**src/rtl/core/assert_macros.svh**
```systemverilog
// assertion macros included by the encoder top for its checks
`ifndef ASSERT_MACROS_SVH
`define ASSERT_MACROS_SVH

// property sampled on the rising edge, switched off while reset is low
`define ASSERT_CLKD(label, clk, rstn, prop, msg) \
    label: assert property (@(posedge clk) disable iff (!rstn) (prop)) else $error(msg);

// condition that must never be true
`define ASSERT_NEVER(label, clk, rstn, cond, msg) \
    `ASSERT_CLKD(label, clk, rstn, !(cond), msg)

`endif

```
**src/rtl/core/b32enc_pkg.sv**
```systemverilog
// types, constants and checksum helpers of the bech32 string encoder
package b32enc_pkg;

    typedef enum logic [1:0] {
        OP_PREFIX = 2'd0,
        OP_DATA   = 2'd1,
        OP_FINISH = 2'd2
    } opcode_t;

    typedef enum logic [4:0] {
        ST_IDLE = 5'b00001,
        ST_SEP  = 5'b00010,
        ST_DATA = 5'b00100,
        ST_FIN  = 5'b01000,
        ST_FOUT = 5'b10000
    } state_t;

    typedef enum logic [2:0] {
        PH_PREFIX = 3'b001,
        PH_DATA   = 3'b010,
        PH_ERROR  = 3'b100
    } phase_t;

    localparam int          CHK_W       = 30;
    localparam logic [29:0] CHK_INIT    = 30'h1;
    localparam logic [29:0] CONST_BECH32  = 30'h0000_0001;
    localparam logic [29:0] CONST_BECH32M = 30'h2bc8_30a3;
    localparam logic [29:0] GEN_WORDS [5] = '{
        30'h3b6a_57b2, 30'h2650_8e6d, 30'h1ea1_19fa, 30'h3d42_33dd, 30'h2a14_62b3
    };

    localparam logic [7:0]   CHAR_MIN     = 8'd33;
    localparam logic [7:0]   CHAR_MAX     = 8'd126;
    localparam logic [7:0]   UPPER_FIRST  = 8'h41;
    localparam logic [7:0]   UPPER_LAST   = 8'h5a;
    localparam logic [7:0]   SEP_CHAR     = 8'h31;
    localparam logic [7:0]   ERR_CHAR     = 8'h00;
    localparam logic [255:0] SYMBOL_TABLE = "qpzry9x8gf2tvdw0s3jn54khce6mua7l";

    // last of six steps, both for the zero folds and the checksum beats
    localparam logic [2:0] LAST_STEP = 3'd5;

    localparam logic REG_MODE = 1'b0;

    // one bch step: shift in five zero bits and reduce by the generator
    function automatic logic [29:0] b32_fold(input logic [29:0] c);
        logic [29:0] r;
        r = {c[24:0], 5'b00000};
        for (int k = 0; k < 5; k++) begin
            if (c[25 + k]) begin
                r = r ^ GEN_WORDS[k];
            end
        end
        return r;
    endfunction

    function automatic logic [7:0] b32_symbol(input logic [4:0] idx);
        return SYMBOL_TABLE[8 * (5'd31 - idx) +: 8];
    endfunction

    function automatic logic bad_prefix_char(input logic [7:0] v);
        return (v < CHAR_MIN) || (v > CHAR_MAX) || ((v >= UPPER_FIRST) && (v <= UPPER_LAST));
    endfunction

endpackage

```
**src/rtl/core/b32enc_prefix_ram.sv**
```systemverilog
// prefix character store: one write port, one registered read port
module b32enc_prefix_ram #(
    parameter int DEPTH = 16,
    parameter int AW    = 4
) (
    input  logic          aclk,
    input  logic          wr_en,
    input  logic [AW-1:0] wr_addr,
    input  logic [7:0]    wr_data,
    input  logic [AW-1:0] rd_addr,
    output logic [7:0]    rd_data
);

    logic [7:0] mem [DEPTH];
    logic [7:0] rd_data_reg;

    always_ff @(posedge aclk) begin
        if (wr_en) begin
            mem[wr_addr] <= wr_data;
        end
    end

    always_ff @(posedge aclk) begin
        rd_data_reg <= mem[rd_addr];
    end

    assign rd_data = rd_data_reg;

endmodule

```
**src/rtl/core/bech32_string_encoder_top.sv**
```systemverilog
// bech32 / bech32m string encoder: control, checksum and output beat register
//
// Input stream s_*: s_tuser carries the opcode (prefix char, data value,
// finish), s_tdata the byte. Output stream m_*: one character per beat,
// m_tlast on the last character of a string (or on the error beat),
// m_tuser = {run_last, is_error}. Mode register (bech32m select) sits at
// address 0 of the apb port; the user must ensure it is written only while
// idle, which the block does not enforce. Prefix characters give no beat.
// A data value in the data phase gives its character in the next cycle, so
// data streams at one item per cycle while beats are taken. The first data
// value (or a finish with no data) replays the stored prefix from the
// prefix ram, one character per beat, then '1'. Finish runs six checksum
// folds, then six beats; an errored string finishes with one beat. The
// rate is set by the single output beat register and the one-fold-per-
// cycle checksum unit. s_tready is low while a multi-beat item is at work
// and whenever the output register holds a beat that is not being taken;
// a stalled receiver simply holds the block. Synchronous reset returns to
// an empty string, checksum one, bech32 mode; prefix ram contents stay.
module bech32_string_encoder_top #(
    parameter int PREFIX_MAX_LEN = 16
) (
    input  logic        aclk,
    input  logic        aresetn,
    // input beat
    input  logic        s_tvalid,
    output logic        s_tready,
    input  logic [7:0]  s_tdata,   // [7:0] value
    input  logic [1:0]  s_tuser,   // [1:0] opcode
    // result beat
    output logic        m_tvalid,
    input  logic        m_tready,
    output logic [7:0]  m_tdata,   // [7:0] out_char
    output logic [1:0]  m_tuser,   // [0] is_error, [1] run_last
    output logic        m_tlast,   // string_end
    // configuration
    input  logic        psel,
    input  logic        penable,
    input  logic        pwrite,
    input  logic [2:0]  paddr,
    input  logic [31:0] pwdata,
    output logic [31:0] prdata,
    output logic        pready
);

    import b32enc_pkg::*;

    localparam int LW = $clog2(PREFIX_MAX_LEN + 1);
    localparam int AW = (PREFIX_MAX_LEN > 1) ? $clog2(PREFIX_MAX_LEN) : 1;

    state_t      state_reg, state_next;
    phase_t      phase_reg, phase_next;
    logic [29:0] chk_reg, chk_next;
    logic [LW-1:0] plen_reg, plen_next;
    logic [LW-1:0] sidx_reg, sidx_next;
    logic [2:0]  cnt_reg, cnt_next;
    logic [4:0]  val_reg, val_next;
    logic        pfin_reg, pfin_next;
    logic        mode_reg;

    logic        m_valid_reg;
    logic [7:0]  m_char_reg;
    logic        m_err_reg, m_last_reg, m_end_reg;

    logic        out_free, in_acc;
    logic        emit, e_err, e_last, e_end;
    logic [7:0]  e_char;
    logic        wr_en;
    logic [7:0]  rd_data;
    logic [29:0] chk_fold, fin_const;

    assign out_free = !m_valid_reg || m_tready;
    assign s_tready = (state_reg == ST_IDLE) && out_free;
    assign in_acc   = s_tvalid && s_tready;
    assign chk_fold = b32_fold(chk_reg);
    assign fin_const = mode_reg ? CONST_BECH32M : CONST_BECH32;

    b32enc_prefix_ram #(
        .DEPTH (PREFIX_MAX_LEN),
        .AW    (AW)
    ) u_ram (
        .aclk    (aclk),
        .wr_en   (wr_en),
        .wr_addr (plen_reg[AW-1:0]),
        .wr_data (s_tdata),
        .rd_addr (sidx_next[AW-1:0]),
        .rd_data (rd_data)
    );

    always_comb begin
        state_next = state_reg;
        phase_next = phase_reg;
        chk_next   = chk_reg;
        plen_next  = plen_reg;
        sidx_next  = sidx_reg;
        cnt_next   = cnt_reg;
        val_next   = val_reg;
        pfin_next  = pfin_reg;
        wr_en      = 1'b0;
        emit       = 1'b0;
        e_char     = ERR_CHAR;
        e_err      = 1'b0;
        e_last     = 1'b0;
        e_end      = 1'b0;

        case (state_reg)
            ST_IDLE: begin
                if (in_acc) begin
                    case (s_tuser)
                        OP_PREFIX: begin
                            if ((phase_reg != PH_PREFIX) || bad_prefix_char(s_tdata) ||
                                (plen_reg >= LW'(PREFIX_MAX_LEN))) begin
                                phase_next = PH_ERROR;
                            end else begin
                                wr_en     = 1'b1;
                                plen_next = plen_reg + 1'b1;
                                chk_next  = chk_fold ^ {27'd0, s_tdata[7:5]};
                            end
                        end
                        OP_DATA: begin
                            if (phase_reg == PH_ERROR) begin
                                phase_next = PH_ERROR;
                            end else if (s_tdata[7:5] != 3'd0) begin
                                phase_next = PH_ERROR;
                            end else if (phase_reg == PH_PREFIX) begin
                                // separator: one zero fold, then the stored prefix
                                chk_next   = chk_fold;
                                val_next   = s_tdata[4:0];
                                pfin_next  = 1'b0;
                                sidx_next  = '0;
                                state_next = ST_SEP;
                            end else begin
                                chk_next = chk_fold ^ {25'd0, s_tdata[4:0]};
                                emit     = 1'b1;
                                e_char   = b32_symbol(s_tdata[4:0]);
                                e_last   = 1'b1;
                            end
                        end
                        OP_FINISH: begin
                            if (phase_reg == PH_ERROR) begin
                                emit       = 1'b1;
                                e_char     = ERR_CHAR;
                                e_err      = 1'b1;
                                e_last     = 1'b1;
                                e_end      = 1'b1;
                                chk_next   = CHK_INIT;
                                plen_next  = '0;
                                phase_next = PH_PREFIX;
                            end else if (phase_reg == PH_PREFIX) begin
                                chk_next   = chk_fold;
                                pfin_next  = 1'b1;
                                sidx_next  = '0;
                                state_next = ST_SEP;
                            end else begin
                                cnt_next   = '0;
                                state_next = ST_FIN;
                            end
                        end
                        default: begin
                        end
                    endcase
                end
            end
            ST_SEP: begin
                if (out_free) begin
                    emit = 1'b1;
                    if (sidx_reg < plen_reg) begin
                        // rd_data holds the entry at sidx_reg
                        e_char    = rd_data;
                        chk_next  = chk_fold ^ {25'd0, rd_data[4:0]};
                        sidx_next = sidx_reg + 1'b1;
                    end else begin
                        e_char     = SEP_CHAR;
                        phase_next = PH_DATA;
                        cnt_next   = '0;
                        state_next = pfin_reg ? ST_FIN : ST_DATA;
                    end
                end
            end
            ST_DATA: begin
                if (out_free) begin
                    emit       = 1'b1;
                    e_char     = b32_symbol(val_reg);
                    e_last     = 1'b1;
                    chk_next   = chk_fold ^ {25'd0, val_reg};
                    state_next = ST_IDLE;
                end
            end
            ST_FIN: begin
                cnt_next = cnt_reg + 1'b1;
                if (cnt_reg == LAST_STEP) begin
                    chk_next   = chk_fold ^ fin_const;
                    cnt_next   = '0;
                    state_next = ST_FOUT;
                end else begin
                    chk_next = chk_fold;
                end
            end
            ST_FOUT: begin
                if (out_free) begin
                    emit     = 1'b1;
                    e_char   = b32_symbol(chk_reg[29:25]);
                    chk_next = {chk_reg[24:0], 5'b00000};
                    cnt_next = cnt_reg + 1'b1;
                    if (cnt_reg == LAST_STEP) begin
                        e_last     = 1'b1;
                        e_end      = 1'b1;
                        chk_next   = CHK_INIT;
                        plen_next  = '0;
                        phase_next = PH_PREFIX;
                        state_next = ST_IDLE;
                    end
                end
            end
            default: begin
                state_next = ST_IDLE;
            end
        endcase
    end

    always_ff @(posedge aclk) begin
        if (!aresetn) begin
            state_reg <= ST_IDLE;
            phase_reg <= PH_PREFIX;
            chk_reg   <= CHK_INIT;
            plen_reg  <= '0;
            sidx_reg  <= '0;
            cnt_reg   <= '0;
            val_reg   <= '0;
            pfin_reg  <= 1'b0;
        end else begin
            state_reg <= state_next;
            phase_reg <= phase_next;
            chk_reg   <= chk_next;
            plen_reg  <= plen_next;
            sidx_reg  <= sidx_next;
            cnt_reg   <= cnt_next;
            val_reg   <= val_next;
            pfin_reg  <= pfin_next;
        end
    end

    // output beat register
    always_ff @(posedge aclk) begin
        if (!aresetn) begin
            m_valid_reg <= 1'b0;
        end else if (emit) begin
            m_valid_reg <= 1'b1;
        end else if (m_tready) begin
            m_valid_reg <= 1'b0;
        end
    end

    always_ff @(posedge aclk) begin
        if (emit) begin
            m_char_reg <= e_char;
            m_err_reg  <= e_err;
            m_last_reg <= e_last;
            m_end_reg  <= e_end;
        end
    end

    assign m_tvalid = m_valid_reg;
    assign m_tdata  = m_char_reg;
    assign m_tuser  = {m_last_reg, m_err_reg};
    assign m_tlast  = m_end_reg;

    // apb mode register
    always_ff @(posedge aclk) begin
        if (!aresetn) begin
            mode_reg <= 1'b0;
        end else if (psel && penable && pwrite && pready && (paddr[2] == REG_MODE)) begin
            mode_reg <= pwdata[0];
        end
    end

    assign pready = 1'b1;
    assign prdata = (paddr[2] == REG_MODE) ? {31'd0, mode_reg} : 32'd0;

`include "assert_macros.svh"

    `ASSERT_NEVER(a_plen_max, aclk, aresetn, plen_reg > LW'(PREFIX_MAX_LEN), "prefix length beyond store depth")
    `ASSERT_CLKD(a_sep_idx, aclk, aresetn, (state_reg == ST_SEP) |-> (sidx_reg <= plen_reg), "replay index past prefix length")
    `ASSERT_CLKD(a_sep_phase, aclk, aresetn, (state_reg == ST_SEP) |-> (phase_reg == PH_PREFIX), "separator outside prefix phase")
    `ASSERT_CLKD(a_err_beat, aclk, aresetn, (m_tvalid && m_tuser[0]) |-> (m_tlast && m_tuser[1] && (m_tdata == ERR_CHAR)), "error beat not closing the string")

endmodule
```
**config.mk**
```make
export PLATFORM = sky130hd
export DESIGN_NAME = bech32_string_encoder_top
export DESIGN_NICKNAME = d
export VERILOG_FILES = /design/src/rtl/core/b32enc_pkg.sv /design/src/rtl/core/b32enc_prefix_ram.sv /design/src/rtl/core/bech32_string_encoder_top.sv
export VERILOG_INCLUDE_DIRS = /design/src /design/src/rtl/core
export SDC_FILE = /design/constraint.sdc
export NUM_CORES = 1
export LEC_CHECK = 0
export ABC_AREA = 0
export ABC_CLOCK_PERIOD_IN_PS = 4600
export BUFFER_PORTS_ARGS = -buffer_cell sky130_fd_sc_hd__buf_2
export CAP_MARGIN = 20
export CORE_AREA = 2 2 134 136
export CTS_CLUSTER_SIZE = 25
export DETAILED_ROUTE_END_ITERATION = 10
export DIE_AREA = 0 0 136 138
export HOLD_SLACK_MARGIN = 0.08
export PLACE_DENSITY = 0.92
export SETUP_SLACK_MARGIN = 0.02
export SLEW_MARGIN = 40
export SYNTH_ARGS = -nofsm -noshare
export SYNTH_HDL_FRONTEND = slang
export SYNTH_SLANG_ARGS = --single-unit
```
**constraint.sdc**
```tcl
create_clock -name aclk -period 4.6 [get_ports aclk]
set_input_delay 0.92 -clock aclk [delete_from_list [all_inputs] [get_ports aclk]]
set_output_delay 0.92 -clock aclk [all_outputs]
set_load 0.03 [all_outputs]
```
Yosys cells after proc, flatten, opt, wreduce, memory -nomap -nowiden. Memories as Yosys holds them, arrays and structs flattened. A register that Yosys moved wholly into a read port is not among the register bits. Index checks and enable logic that the tools add are counted.

Bits in registers: 70. RAM bits: 128. Input bits: 52. Logic and storage cells: 224. Memories kept: 1.

Memory list: u_ram.mem (depth 16, bits a word 8, read ports 1, clocked after Yosys merged registers in 1, wr ports 1, line b32enc_prefix_ram.sv:14) `logic [7:0] mem [DEPTH];`.

$add $sub $neg: 6. Order comparisons: 6. Equality and inequality tests: 39. Shift operators: 3. Multiplexer cells: 111. Bitwise gates (word level): 13. Reduce and logical (&&, ||, !) cells: 30.

Operators by type and width (number): $shiftx 256x33->8 const A (3); $mux 30 (18); $pmux 30 s5 (1); $mux 5 (23); $pmux 30 s3 (1); $xor 30x5->30 (3); $mux 8 (9); $mux 3 (17); $pmux 5 s2 (5); $pmux 8 s4 (1); $ne 2x2->1 const B (15); $xor 30x3->30 (1); $xor 30x30->30 (1); $mux 29 (1); $pmux 5 s5 (1); $mux 1 (24); $reduce_and 8->1 (3); $ne 3x3->1 const B (7); $not 18->18 (1); $pmux 3 s3 (2); $sub 5x5->6 const A (3); $not 17->17 (1); $not 16->16 (1); $not 14->14 (1); 41 further kinds (65).

Longest topological paths before layout.
Word-level depth: 17. Depth in mapped cells: 14. Mapped depth without buffers: 10.

Modules after synthesis. From an unflattened synthesis, not the netlist that was laid out.

Cells, all modules: 997. Area total of the unflattened synthesis: 10836.6 um^2.

Modules (own cells, without submodules): bech32_string_encoder_top (times used 1, cells an instance 768, area an instance 5689.2 um^2); b32enc_prefix_ram (times used 1, cells an instance 229, area an instance 5147.4 um^2).

Worst setup path before layout. No wires, ideal clock.

Path kind: input to register. From: input port s_tdata[0]. To: memory u_ram.mem[3][0], enable pin. Library setup time: 0.383 ns. Arrival time: 2.856 ns. Required time: 4.217 ns. Slack: 1.361 ns. Stages: 8. Path buffers: 0. Cell sequence: or4_1 > o22ai_1 > a21boi_1 > nor3_1 > nand3_1 > nor2_1 > nand2_1 > nor3_1.

Cells in the longest elaborated chain, start to end: 11.

RTL lines: start: declaration (line bech32_string_encoder_top.sv:27) `input logic [7:0] s_tdata,`; $lt 8x6->1, or another cell as far along (line b32enc_pkg.sv:62) `return (v < CHAR_MIN) || (v > CHAR_MAX) || ((v >= UPPER_FIRST) && (v <= UPPER_LAST));`; $logic_or 1x1->1 / $logic_and 1x1->1 (equally long branches) (line b32enc_pkg.sv:62); $logic_or 1x1->1 * (line b32enc_pkg.sv:62); $logic_or 1x1->1 * (2 in a row) (line bech32_string_encoder_top.sv:110) `if ((phase_reg != PH_PREFIX) || bad_prefix_char(s_tdata) ||`; $mux 1 * (line bech32_string_encoder_top.sv:110); $mux 1 * (line bech32_string_encoder_top.sv:108) `case (s_tuser)`; $mux 1 * (line bech32_string_encoder_top.sv:107) `if (in_acc) begin`; $mux 1 * (line bech32_string_encoder_top.sv:105) `case (state_reg)`; $mux 1 * (line b32enc_prefix_ram.sv:18) `if (wr_en) begin`; $mux 1 (not written as such) * (line b32enc_prefix_ram.sv:19) `mem[wr_addr] <= wr_data;`; end: declaration (line b32enc_prefix_ram.sv:14).

Every way passes the cells marked *; elsewhere a longest branch is shown, timed or not.

Final worst setup path.
From: register plen_reg[2]. To: register u_ram.rd_data_reg[1] (netlist: u_ram.rd_data[1]), read port of u_ram.mem.

Cells in the longest elaborated chain, start to end: 4.

RTL lines: start: declaration (line bech32_string_encoder_top.sv:53) `logic [LW-1:0] plen_reg, plen_next;`; start signal: assignment (line bech32_string_encoder_top.sv:234) `plen_reg <= plen_next;`; $lt 5x5->1 (line bech32_string_encoder_top.sv:166) `if (sidx_reg < plen_reg) begin`; $mux 5 (line bech32_string_encoder_top.sv:166); $mux 5 (line bech32_string_encoder_top.sv:164) `if (out_free) begin`; $pmux 5 s2 (line bech32_string_encoder_top.sv:105); end: declaration (line b32enc_prefix_ram.sv:15) `logic [7:0] rd_data_reg;`.

Every way passes these cells. The select of a mux whose other input is x is not followed. A chain may end at the register's enable or synchronous reset.

==> flow_summary.yaml <==
global_routing:
  grt_pass1_wl_um: 45400
  grt_start_max_net_pins: 34
  grt_pass1_vias: 8588
  initial_antenna_violation_count: 0
  grt_util_all_layers: 0.302
  global_route.overflow_total: 0
synth:
  ys_seq_elements: 206
  post_synth.cell_area_avg_um2: 9.81
  yosys.cell_types.count: 81
  mappedNetlistArea_um2: 11000
  most_common_flop_cell_mapped_by_yosys: "edfxtp_1"
  synth_cells: 1124
  yosys_warnings: 0
  yosysSeqAreaShare: 0.500
  edff_count_synth: 139
  synth-async-reset-ratio: 0
sta:
  finalHoldViolations: 0
  max_clock_freq_mhz: 247
  tightest_slew_ps: 849
  timing.final.crit_period_ps: 4050
  finalCritPeriodShare: 0.879
  maxSlewHeadroom: 0.432
  timing.clock.skew_ps: 17.3
  rsz_0062_raised_after_global_routing: "no"
  report.final.setup_viol: 0
  fin_tns_setup_ps: 0
  finalMaxSlewViolations: 0
clock_tree:
  cts_resized: 0
  cts.root.buffer_cell: "clkbuf_16"
  cts_setup_buffers: 0
  tritoncts: "done"
  cts.sink_count: 206
  clock_tree.htree_level_count: 1
  worst_setup_hold_path_clk_slew_ps: 60
  cts_made_buffers: 22
  max-clock-path-buffers: 3
  ctsHoldBuffers: 0
  worstSkewPairLatency_ps: 530
worst_setup_path:
  timing_worst_setup_path_type: "reg -> reg"
  critical_path_peak_fanout: 11
  critical_path.max_stage_delay_ps: 660
  endpoint: "u_ram.rd_data[1]$_DFF_P_"
  path_cells: "inv_1 > ha_1 > a21o_1 > a31oi_1 > o211ai_2 > o211ai_1 > nand2_1 > a211o_1 > a32oi_1 > o311ai_1"
  timing.reg2reg.setup_slack_ps: 550
  r2r-start: "plen_reg[2]$_SDFFE_PN0P_"
  crit_path_top_delay_cell: "o211ai_1"
  critical_path.endpoint_type: "flop"
  critical_path.startpoint_type: "flop"
  cp-startpoint: "plen_reg[2]$_SDFFE_PN0P_"
  worst_ep_arrival_time_ps: 4420
  critPathRequiredTime_ps: 4970
  r2r_cells: 10
  critPathTopFamily: "compound AO/OA/AOI/OAI gates"
  timing.critical_path.buf_inv: 1
  critical_path_depth: 10
  crit-reg2reg-capture: "u_ram.rd_data[1]$_DFF_P_"
detailed_routing:
  finalWirelength_um: 28900
  first_pass_iters: 7
  wl_per_cell_um: 21.0
  drc: 0
  drtAntennaViolNets: 0
  vias: 9342
  first_iteration_detailed_routing_drc_count: 1329
  post_dr_vias_cell: 6.81
floorplanning:
  die_width_um: 136
  core.rowCount: 49
  dieArea_um2: 18800
  chipHeight_um: 138
  ioPinCount: 98
  fp.coreArea_um2: 17500
  start_util: 0.629
place:
  place.port_buffers: 32
  place_inst: 1332
  finalWeightedCongestion: 0.955
  dp_hpwl_um: 18800
power_and_ir_drop:
  ir_worst_vdd_v: 0.000441
  power_leakage_nw: 4.27
  power_density_nw_per_um2: 529
layout:
  drive_above_1_share: 0.108
  area.growth.synth_to_final_pct: 8.87
  final_nets: 1196
  final_cell_mix: "edfxtp_1 (139), nand2_1 (110), o21ai_0 (90)"
  most_frequent_standard_cell_in_the_layout_excluding_fill_and_tap_cells: "edfxtp_1"
  diodes: 0
  largest_register_ffs: 128
  layout_cells_excl_fill: 1372
worst_hold_path:
  min_path_type: "reg -> reg"
outcome:
  status: "completed"
flow_run:
  drv.max_cap_violation_count: 0
[worst register-to-register path: cells and delay by family, from the launching register on]
kind / cells / cell delay (ps)
buffers and inverters: 1 / 180
DFF: 1 / 540
and+or+nand+nor: 1 / 460
AOI/OAI and AO/OA: 7 / 2380
adders and majority gates: 1 / 340
[report_power, final]
part,internal (mW),switching (mW)
registers,2.12,0.217
clock network,1.12,0.742
logic,0.815,1.33
total,4.06,2.29
[synth_stat cells (all sizes together) (23+ instances only)]
cell type | number | area [um^2]
dfxtp | 67 | 1340
edfxtp | 139 | 4170
and3 | 25 | 156
a21oi | 66 | 330
nor2 | 89 | 334
inv | 23 | 86.3
nor3 | 29 | 161
nand3 | 54 | 270
a211oi | 23 | 183
o21ai | 94 | 470
xnor2 | 27 | 244
buf | 57 | 390
nand2 | 110 | 413
clkbuf | 59 | 221
[routing by layer]
layer	track usage	up-vias	wire length [um]
met5	0	-	0
met4	0.119	0	1250
met2	0.485	687	13500
li1	-	4158	-
met3	0.0458	109	3330
met1	0.414	4388	10700
[per-stage QoR]
step            util  worst slack (ps)  hold slack (ps)  instance area [um^2]  total power, mW
6_report       0.685               555              481                 12000             6.35
2_1_floorplan      -              1360              449                 11100             4.06
3_3_place_gp   0.640               708              459                 11200             4.38
5_1_grt        0.685               301              503                 12000             6.66
3_5_place_dp   0.641               632              470                 11200             4.45
4_1_cts        0.684               635              481                 12000             6.29
[how the worst min path moves through the flow]
stage | startpoint | to | cells past startpoint
6_report | chk_reg[19]$_SDFFE_PN0P_ | chk_reg[19]$_SDFFE_PN0P_ | 2
5_1_grt | cnt_reg[1]$_SDFFE_PN0P_ | cnt_reg[1]$_SDFFE_PN0P_ | 2
4_1_cts | chk_reg[19]$_SDFFE_PN0P_ | chk_reg[19]$_SDFFE_PN0P_ | 2
3_5_place_dp | chk_reg[19]$_SDFFE_PN0P_ | chk_reg[19]$_SDFFE_PN0P_ | 2
3_3_place_gp | cnt_reg[1]$_SDFFE_PN0P_ | cnt_reg[1]$_SDFFE_PN0P_ | 2
2_1_floorplan | cnt_reg[1]$_SDFFE_PN0P_ | cnt_reg[1]$_SDFFE_PN0P_ | 2
[layout make-up]
type                    instances  area, um^2
fillers                      1231        5520
flip-flops and latches        206        5520
multi-input cells             807        4940
clock buffers                  27         579
repair buffers                 65         408
well taps                     229         287
clock inverters                13         183
inverters                      25        93.8
[logic make-up after synthesis]
group | Yosys count | synth area share
DFF | 206 | 0.500
and+or+nand+nor | 352 | 0.150
xor gates and xnor gates | 41 | 0.0339
other | 2 | 0.000681
muxes | 19 | 0.0176
buffers and inverters | 141 | 0.0640
adders and majority gates | 17 | 0.0193
AOI/OAI and AO/OA | 346 | 0.214
(Power assumes the default switching activity.)
